--- config.mk ---
export PLATFORM = sky130hd
export DESIGN_NAME = modular_exponentiation_unit
export DESIGN_NICKNAME = d
export VERILOG_FILES = /design/src/hw/rtl/mexp_pkg.sv /design/src/hw/rtl/modular_exponentiation_unit.sv /design/src/hw/rtl/mexp_modmul.sv
export SDC_FILE = /design/constraint.sdc
export NUM_CORES = 2
export LEC_CHECK = 0
export ABC_CLOCK_PERIOD_IN_PS = 31100
export BUFFER_PORTS_ARGS = -buffer_cell sky130_fd_sc_hd__buf_4
export CAP_MARGIN = 20
export CORE_MARGIN = 10
export CORE_UTILIZATION = 60
export DETAILED_ROUTE_END_ITERATION = 10
export PLACE_DENSITY_LB_ADDON = 0.12
export RECOVER_POWER = 100
export SLEW_MARGIN = 20
export SYNTH_ARGS = -nofsm -noshare
export SYNTH_HDL_FRONTEND = slang
export SYNTH_SLANG_ARGS = --single-unit
--- constraint.sdc ---
create_clock -name clk -period 31.1 [get_ports clk]
set_input_delay 9.33 -clock clk [delete_from_list [all_inputs] [get_ports clk]]
set_output_delay 9.33 -clock clk [all_outputs]
set_load 0.02 [all_outputs]
--- src/hw/rtl/mexp_pkg.sv ---
`default_nettype none

package mexp_pkg;

  localparam int REG_INDEX_W = 1;

  localparam logic [REG_INDEX_W-1:0] REG_MODULUS  = 1'b0;
  localparam logic [REG_INDEX_W-1:0] REG_EXPONENT = 1'b1;

  localparam int FIELD_W = 64;

  localparam logic [FIELD_W-1:0] MODULUS_RESET  = 64'd2;
  localparam logic [FIELD_W-1:0] EXPONENT_RESET = 64'd0;

  typedef struct packed {
    logic busy;
    logic done;
  } mm_status_t;

endpackage

`default_nettype wire

--- src/hw/rtl/modular_exponentiation_unit.sv ---
// One modular multiplication for the base reduction and for each square and multiply step,
// all on one bit-serial shift-add-reduce multiplier.
// A modulus below 2 skips the multiplier: the sequencer goes straight to finish with result 0.
// Throughput: one transaction at a time; in_ready is high only while the sequencer idles,
// and the sequencer holds its result while the previous one still waits on out_ready.
// Reset (rst, synchronous): modulus 2, exponent 0, sequencer idle, no result pending.
`default_nettype none

module modular_exponentiation_unit import mexp_pkg::*; #(
  parameter int WIDTH = 64
) (
  input  wire logic                   clk,
  input  wire logic                   rst,
  input  wire logic                   wr_en,
  input  wire logic [REG_INDEX_W-1:0] wr_index,
  input  wire logic [FIELD_W-1:0]     wr_data,
  input  wire logic                   in_valid,
  output logic                        in_ready,
  input  wire logic [FIELD_W-1:0]     block_in,
  output logic                        out_valid,
  input  wire logic                   out_ready,
  output logic      [FIELD_W-1:0]     block_out
);

  localparam int IDX_W = (WIDTH > 1) ? $clog2(WIDTH) : 1;

  localparam logic [2:0] S_IDLE   = 3'd0;
  localparam logic [2:0] S_REDUCE = 3'd1;
  localparam logic [2:0] S_SQR    = 3'd2;
  localparam logic [2:0] S_MUL    = 3'd3;
  localparam logic [2:0] S_FINISH = 3'd4;

  logic [FIELD_W-1:0] modulus;
  logic [FIELD_W-1:0] exponent;
  logic [2:0]         state;
  logic [IDX_W-1:0]   idx;
  logic [WIDTH-1:0]   base;
  logic [WIDTH-1:0]   acc;
  logic               mm_start;
  logic               mm_issue;
  logic [WIDTH-1:0]   mm_a;
  logic [WIDTH-1:0]   mm_b;
  mm_status_t         mm_stat;
  logic [WIDTH-1:0]   mm_result;
  logic [WIDTH-1:0]   m_w;
  logic [WIDTH-1:0]   e_w;
  logic               in_fire;
  logic               out_free;

  assign m_w      = modulus[WIDTH-1:0];
  assign e_w      = exponent[WIDTH-1:0];
  assign in_ready = (state == S_IDLE);
  assign in_fire  = in_valid && in_ready;
  assign out_free = !out_valid || out_ready;

  always_ff @(posedge clk) begin
    if (rst) begin
      modulus  <= MODULUS_RESET;
      exponent <= EXPONENT_RESET;
    end else if (wr_en) begin
      case (wr_index)
        REG_MODULUS:  modulus  <= wr_data;
        REG_EXPONENT: exponent <= wr_data;
        default: ;
      endcase
    end
  end

  mexp_modmul #(
    .WIDTH (WIDTH)
  ) u_modmul (
    .clk    (clk),
    .rst    (rst),
    .start  (mm_start),
    .op_a   (mm_a),
    .op_b   (mm_b),
    .op_m   (m_w),
    .status (mm_stat),
    .result (mm_result)
  );

  always_comb begin
    case (state)
      S_IDLE:   mm_issue = in_fire && (m_w >= WIDTH'(2));
      S_REDUCE: mm_issue = mm_stat.done;
      S_SQR:    mm_issue = mm_stat.done && (e_w[idx] || (idx != '0));
      S_MUL:    mm_issue = mm_stat.done && (idx != '0);
      default:  mm_issue = 1'b0;
    endcase
  end

  always_ff @(posedge clk) begin
    if (rst) begin
      state     <= S_IDLE;
      mm_start  <= 1'b0;
      out_valid <= 1'b0;
      idx       <= '0;
    end else begin
      mm_start <= mm_issue;
      if (state == S_FINISH && out_free) begin
        out_valid <= 1'b1;
      end else if (out_valid && out_ready) begin
        out_valid <= 1'b0;
      end
      case (state)
        S_IDLE: begin
          if (in_fire) begin
            if (m_w < WIDTH'(2)) begin
              acc   <= '0;
              state <= S_FINISH;
            end else begin
              mm_a  <= WIDTH'(1);
              mm_b  <= block_in[WIDTH-1:0];
              state <= S_REDUCE;
            end
          end
        end
        S_REDUCE: begin
          if (mm_stat.done) begin
            base  <= mm_result;
            mm_a  <= WIDTH'(1);
            mm_b  <= WIDTH'(1);
            idx   <= IDX_W'(WIDTH - 1);
            state <= S_SQR;
          end
        end
        S_SQR: begin
          if (mm_stat.done) begin
            acc <= mm_result;
            if (e_w[idx]) begin
              mm_a  <= mm_result;
              mm_b  <= base;
              state <= S_MUL;
            end else if (idx == '0) begin
              state <= S_FINISH;
            end else begin
              idx  <= idx - IDX_W'(1);
              mm_a <= mm_result;
              mm_b <= mm_result;
            end
          end
        end
        S_MUL: begin
          if (mm_stat.done) begin
            acc <= mm_result;
            if (idx == '0) begin
              state <= S_FINISH;
            end else begin
              idx   <= idx - IDX_W'(1);
              mm_a  <= mm_result;
              mm_b  <= mm_result;
              state <= S_SQR;
            end
          end
        end
        S_FINISH: begin
          if (out_free) begin
            block_out <= FIELD_W'(acc);
            state     <= S_IDLE;
          end
        end
        default: begin
          state <= S_IDLE;
        end
      endcase
    end
  end

  a_start_leaves_idle: assert property (@(posedge clk) disable iff (rst)
    in_fire |=> (state != S_IDLE))
    else $error("accepted transaction left sequencer idle");

  a_done_in_work_state: assert property (@(posedge clk) disable iff (rst)
    mm_stat.done |-> (state == S_REDUCE || state == S_SQR || state == S_MUL))
    else $error("multiplier finished outside a work state");

  a_no_start_while_busy: assert property (@(posedge clk) disable iff (rst)
    mm_start |-> !mm_stat.busy)
    else $error("multiplier restarted while busy");

  a_result_reduced: assert property (@(posedge clk) disable iff (rst)
    (state == S_FINISH && out_free) |=> (block_out[WIDTH-1:0] < m_w || m_w < WIDTH'(2)))
    else $error("result not reduced");

endmodule

`default_nettype wire

--- src/hw/rtl/mexp_modmul.sv ---
`default_nettype none

module mexp_modmul import mexp_pkg::*; #(
  parameter int WIDTH = 64
) (
  input  wire logic             clk,
  input  wire logic             rst,
  input  wire logic             start,
  input  wire logic [WIDTH-1:0] op_a,
  input  wire logic [WIDTH-1:0] op_b,
  input  wire logic [WIDTH-1:0] op_m,
  output mm_status_t            status,
  output logic      [WIDTH-1:0] result
);

  localparam int CNT_W = $clog2(WIDTH + 1);

  logic [WIDTH-1:0] acc;
  logic [WIDTH-1:0] a_reg;
  logic [WIDTH-1:0] b_reg;
  logic [WIDTH-1:0] m_reg;
  logic [CNT_W-1:0] cnt;
  logic             busy;
  logic             done;

  logic [WIDTH:0]   dbl;
  logic [WIDTH:0]   dbl_red;
  logic [WIDTH-1:0] addend;
  logic [WIDTH:0]   sum;
  logic [WIDTH:0]   sum_red;
  logic [WIDTH-1:0] acc_next;

  // double, reduce, add the selected operand, reduce
  always_comb begin
    dbl = {acc, 1'b0};
    if (dbl >= {1'b0, m_reg}) begin
      dbl_red = dbl - {1'b0, m_reg};
    end else begin
      dbl_red = dbl;
    end
    addend = b_reg[WIDTH-1] ? a_reg : '0;
    sum = {1'b0, dbl_red[WIDTH-1:0]} + {1'b0, addend};
    if (sum >= {1'b0, m_reg}) begin
      sum_red = sum - {1'b0, m_reg};
    end else begin
      sum_red = sum;
    end
    acc_next = sum_red[WIDTH-1:0];
  end

  always_ff @(posedge clk) begin
    if (rst) begin
      busy <= 1'b0;
      done <= 1'b0;
      cnt  <= '0;
    end else begin
      done <= !start && busy && (cnt == CNT_W'(1));
      if (start) begin
        busy <= 1'b1;
        cnt  <= CNT_W'(WIDTH);
      end else if (busy) begin
        cnt <= cnt - CNT_W'(1);
        if (cnt == CNT_W'(1)) begin
          busy <= 1'b0;
        end
      end
    end
  end

  always_ff @(posedge clk) begin
    if (start) begin
      acc   <= '0;
      a_reg <= op_a;
      b_reg <= op_b;
      m_reg <= op_m;
    end else if (busy) begin
      acc   <= acc_next;
      b_reg <= {b_reg[WIDTH-2:0], 1'b0};
    end
  end

  assign status.busy = busy;
  assign status.done = done;
  assign result      = acc;

  a_done_reduced: assert property (@(posedge clk) disable iff (rst)
    done |-> (acc < m_reg))
    else $error("modmul result not reduced");

  a_done_after_busy: assert property (@(posedge clk) disable iff (rst)
    done |-> $past(busy))
    else $error("modmul done without work");

endmodule

`default_nettype wire
==> Word level (Yosys, flattened, before mapping) <==
Cells that the tools add are included.
{ "word_totals": {"ff_bits": 724, "latchBits": 0, "ram_bits": 0, "mem_bits_ro": 0, "input_bits": 134, "wordCells": 126, "mem_count": 0} }
{ "op_classes": {"addsub": 5, "n_mul": 0, "div_mod_pow": 0, "order_cmp": 5, "n_eq_ne": 15, "shift": 0, "mux": 50, "bitwise": 2, "n_reduce_logical": 30} }
{ "op_table": {"columns": ["op", "count"], "rows": [
  ["two-way mux 64 bit", 21],
  ["one-hot mux 64 bit (4 select lines)", 2],
  [">= comparator 65 x 64 -> 1 bit", 2],
  ["one-hot mux 64 bit (2 select lines)", 1],
  ["subtractor 64 bit", 2],
  ["adder 64 x 64 -> 65 bit", 1],
  [">= comparator 64 x 2 -> 1 bit (second input constant)", 1],
  ["less-than comparator 64 x 2 -> 1 bit (second input constant)", 1],
  ["two-way mux 6 bit", 5],
  ["two-way mux 3 bit", 9],
  ["one-hot mux 6 bit (3 select lines)", 1],
  ["one-hot mux 3 bit (5 select lines)", 1],
  ["two-way mux 7 bit", 2],
  ["!= test 2 x 1 -> 1 bit (second input constant)", 6],
  ["AND reduction 5 bit", 2],
  ["logical AND 1 bit", 8],
  ["== test 7 x 1 -> 1 bit (second input constant)", 1],
  ["less-than comparator 6 x 7 -> 1 bit (second input constant)", 1],
  ["AND reduction 7 bit", 1],
  ["subtractor 7 x 1 -> 7 bit (second input constant)", 1],
  ["binary-select mux 1 bit (select 6 bit)", 1],
  ["== test 3 x 2 -> 1 bit (second input constant)", 2],
  ["zero test 6 bit", 1],
  ["two-way mux 1 bit", 6],
  ["other kinds (18)", 28]
]} }

==> Depth between registers and ports, before layout <==
{ "depth": {"ltp_word": 5, "mapped_depth": 42} }

==> Modules after synthesis <==
Synthesis repeated with hierarchy kept, for this count alone.
{ "unflattened": {"hier_cells": 4133, "hier_area_um2": 41240.8} }
{ "modules_own_cells": {"columns": ["mod", "n_inst", "cells_per_inst", "area_each_um2", "seq_area_each_um2"], "rows": [
  ["mexp_modmul", 1, 2599, 22500.3, 7226.9],
  ["modular_exponentiation_unit", 1, 1534, 18740.5, 12391.9]
]} }

==> Worst setup path after synthesis <==
Ideal clock, no wire load.
{ "synth_path": {"kind": "input to register", "start": "input port rst", "end": "register acc[0] (enable)", "setup_time_ns": 0.828, "arrival_time_ns": 19.481, "required_ns": 30.272, "slack_ns": 10.792, "path_stages": 2, "path_cell_list": "clkbuf_1 > a2111oi_0"} }
{ "synth_between": {"elab_chain_cells": 2} }
{ "synth_lines": {"columns": ["item", "line_no", "source"], "rows": [
  ["start: declaration", "modular_exponentiation_unit.sv:13", "input wire logic rst,"],
  ["NOT 1 bit (no source line)", null, null],
  ["AND reduction 5 bit (no source line)", null, null],
  ["end signal: assignment", "modular_exponentiation_unit.sv:129", "acc <= mm_result;"],
  ["end signal: assignment", "modular_exponentiation_unit.sv:145", "acc <= mm_result;"],
  ["end: declaration", "modular_exponentiation_unit.sv:38", "logic [WIDTH-1:0] acc;"]
]} }
No other way between the ends.
A chain may end at the register's enable or synchronous reset.

==> Worst setup path after layout <==
{ "layout_path": {"start": "register u_modmul.acc[7], in the netlist u_modmul.result[7]", "end": "register u_modmul.acc[59], in the netlist u_modmul.result[59]"} }
{ "layout_between": {"elab_chain_cells": 5} }
{ "layout_lines": {"columns": ["item", "line_no", "source"], "rows": [
  ["start: declaration", "mexp_modmul.sv:18", "logic [WIDTH-1:0] acc;"],
  ["start signal: assignment", "mexp_modmul.sv:77", "acc <= acc_next;"],
  ["subtractor 64 bit / >= comparator 65 x 64 -> 1 bit (equally long branches)", "mexp_modmul.sv:37, mexp_modmul.sv:36", null],
  ["two-way mux 64 bit *", "mexp_modmul.sv:36", "if (dbl >= {1'b0, m_reg}) begin"],
  ["adder 64 x 64 -> 65 bit *", "mexp_modmul.sv:42", "sum = {1'b0, dbl_red[WIDTH-1:0]} + {1'b0, addend};"],
  ["subtractor 64 bit / >= comparator 65 x 64 -> 1 bit (equally long branches)", "mexp_modmul.sv:44, mexp_modmul.sv:43", null],
  ["two-way mux 64 bit *", "mexp_modmul.sv:43", "if (sum >= {1'b0, m_reg}) begin"]
]} }
Every way passes the cells marked *; elsewhere a longest branch is shown, timed or not.

==> results.md <==
- Post-CTS sizing: 0
- Die Y: 280 um
- FP Rows: 95
- Clk_skew: 0.0489 ns
- Syn-to-layout area delta: 9.90%
- WP buf/inv: 3
- Initial Utilization: 60.5%
- CTS tree: yes
- DR vias/cell: 6.33
- CP Launch Point: u_modmul.result[7]
- Placed cell areas: 42500 sq um
- Yosys warns: 0
- Clock sinks: 724
- Ports: 200
- Number of cells on the critical path: 34
- Hold WS: 0.402 ns
- Status: finished with violations
- Drt total wl: 119000 um
- Sum Neg Setup Slack: 0 ns
- RSZ-0062 raised after global routing: false
- R2R Path Start: u_modmul.result[7]
- Netlist cell types: 84
- Gr ovfl total: 0
- First-pass GRT wire length: 181000 um
- Tmin final: 15.91 ns
- WS Path Type: flop to flop
- Final hold violations: 0
- Hold_buf cts: 0
- Postcts setup bufs: 0
- Worst-Skew Late Latency: 0.65 ns
- Leading area contributor after synthesis: edfxtp_1
- Routability-driven placement congestion ratio: 0.967
- TritonRoute pass-1 iters: 6
- HP Class: flop to flop
- Worst Tran Pin Value: 4.28 ns
- Endpoint class of the critical path: flop
- N_diodes: 0
- CTS buffer count: 76
- Setup Viol. Count Final: 0
- Ys async rst share: 0%
- Largest net degree at the start of global routing: 97
- DRC viols: 0
- Worst slew margin: -186%
- Port buffer count: 199
- CP peak stage delay: 2.10 ns
- Mapped Area: 40600 sq um
- Mapped Cells: 4104
- Die X: 280 um
- Antenna Nets Post-Route: 0
- FF-to-FF path depth: 34
- Max Cap Viol: 19
- Average cell area after synthesis: 9.88 sq um
- GRT Total Usage: 29.5%
- Proportion of layout cells with a drive suffix above 1: 8.30%
- Reg2reg end: u_modmul.result[59]
- Critical-path maximum fanout: 75
- Worst Setup EP: u_modmul.result[59]
- Most common cell after layout, fill and taps aside: nand2_1
- Final worst path period share: 51.1%
- Initial DRC count: 3128
- Core ar.: 67000 sq um
- Syn Nets: 4436
- Initial antenna violation count: 1
- Crit-path leading delay family: compound AO/OA/AOI/OAI gates
- Fin area: 44600 sq um
- Failing checks: max-capacitance violations, max-slew violations
- CP Launch Type: flop
- Synth top area cells: edfxtp_1 (38%), dfxtp_1 (10%), ha_1 (6.0%)
- CTS H-tree lvls: 3
- Routed length per placed instance: 23.3 um
- Vias in the first global route: 30300
- Slowest stage cell, crit path: clkbuf_1
- Buffer depth of the longest clock path: 3
- CTS root buffer: clkbuf_16
- Data arrival, critical path: 16.26 ns
- Fill cell count: 5416
- Slew Viols, Final: 1107
- Post-synth EDFFs: 512
- Fmax: 62.9 MHz
- Vias: 32300
- NumNets Final: 4498
- Yosys top cell area share: 37.9%
- Seq/Total Area, Yosys: 48.4%
- Reg2Reg Setup Slack: 15.19 ns
- Yosys reg bits: 724
- Placed wire-length estimate: 88800 um
- Dominant synthesized flop cell: edfxtp_1
- Die Footprint: 78400 sq um
- WP data required: 31.45 ns
- Clock transition at the registers of the reported paths: 0.07 ns
- Commonest cells after routing, fill and taps aside: nand2_1 (615), edfxtp_1 (512), a21oi_1 (444)
## worst register-to-register path: cells and delay by family, from the launching register on
kind            cells  cell delay (ns)
compound gates     21             6.92
fa+ha+maj           3             1.58
simple gates        6             1.35
xor+xnor            1             0.25
flops               1             0.41
buf+inv             3             5.13
## per-layer routing
layer	track usage [%]	vias to the layer above	share of wire (%)
met5	0	-	0.0076
met4	7.10	2	2.2
met3	5.45	141	10
met2	43.2	1547	43
met1	44.6	15400	45
li1	-	15200	-
## per-stage QoR
stage | cells | util [%] | setup slack (ns)
2_1_floorplan | 4104 | - | 10.79
3_3_place_gp | 4960 | 63.4 | 19.31
3_5_place_dp | 4960 | 63.4 | 19.32
4_1_cts | 5099 | 67.2 | 19.92
5_1_grt | 5100 | 66.5 | 13.90
6_report | 5100 | 66.5 | 15.19
## cell usage after synthesis (all sizes together), types with 14 or more instances
library cell and n:
a211oi 38, a21o 129, a21oi 444, a221o 58, a22o 36, a22oi 17
a311oi 48, a31oi 22, and2 137, and3 19, buf 46, clkbuf 202
dfxtp 212, edfxtp 512, ha 195, inv 133, mux2 78, mux2i 34
mux4 21, nand2 616, nand2b 21, nand3 62, nand4 57, nor2 263
nor2b 36, nor3 49, nor4 26, o211ai 23, o21a 24, o21ai 132
o21bai 45, o31ai 14, or3 14, xnor2 114, xor2 71
## cells by family after synthesis
logic type | synth area share [%]
AND/OR/NAND/NOR | 15.2
AO/OA/AOI/OAI | 18.4
flip-flops | 48.4
buffers and inverters | 3.64
adder cells (fa/ha/maj) | 6.16
XOR/XNOR | 4.00
multiplexers | 4.17
## layout make-up
class	instances	area (sq um)	share of cell area, %
clock inverters	46	564	1.27
multi-input cells	2999	19500	43.7
repair buffers	232	1310	2.95
clock buffers	93	1990	4.45
flip-flops and latches	724	19600	44.0
inverters	133	499	1.12
well taps	873	1090	2.45
## worst min-delay path by stage
| stage | start | slack [ns] | cells after the start | end |
|---|---|---|---|---|
| floorplan | acc[0] | 0.40 | 0 | block_out[0] |
| global placement | acc[15] | 0.40 | 0 | block_out[15] |
| detailed placement | acc[13] | 0.40 | 0 | block_out[13] |
| CTS | m_w[0] | 0.40 | 0 | u_modmul.m_reg[0] |
| global route | m_w[0] | 0.41 | 0 | u_modmul.m_reg[0] |
| finish | m_w[0] | 0.40 | 0 | u_modmul.m_reg[0] |
Power is left out: the tool's default activity adds up to more than one toggle a clock period on the data nets, which glitch-free logic cannot reach.
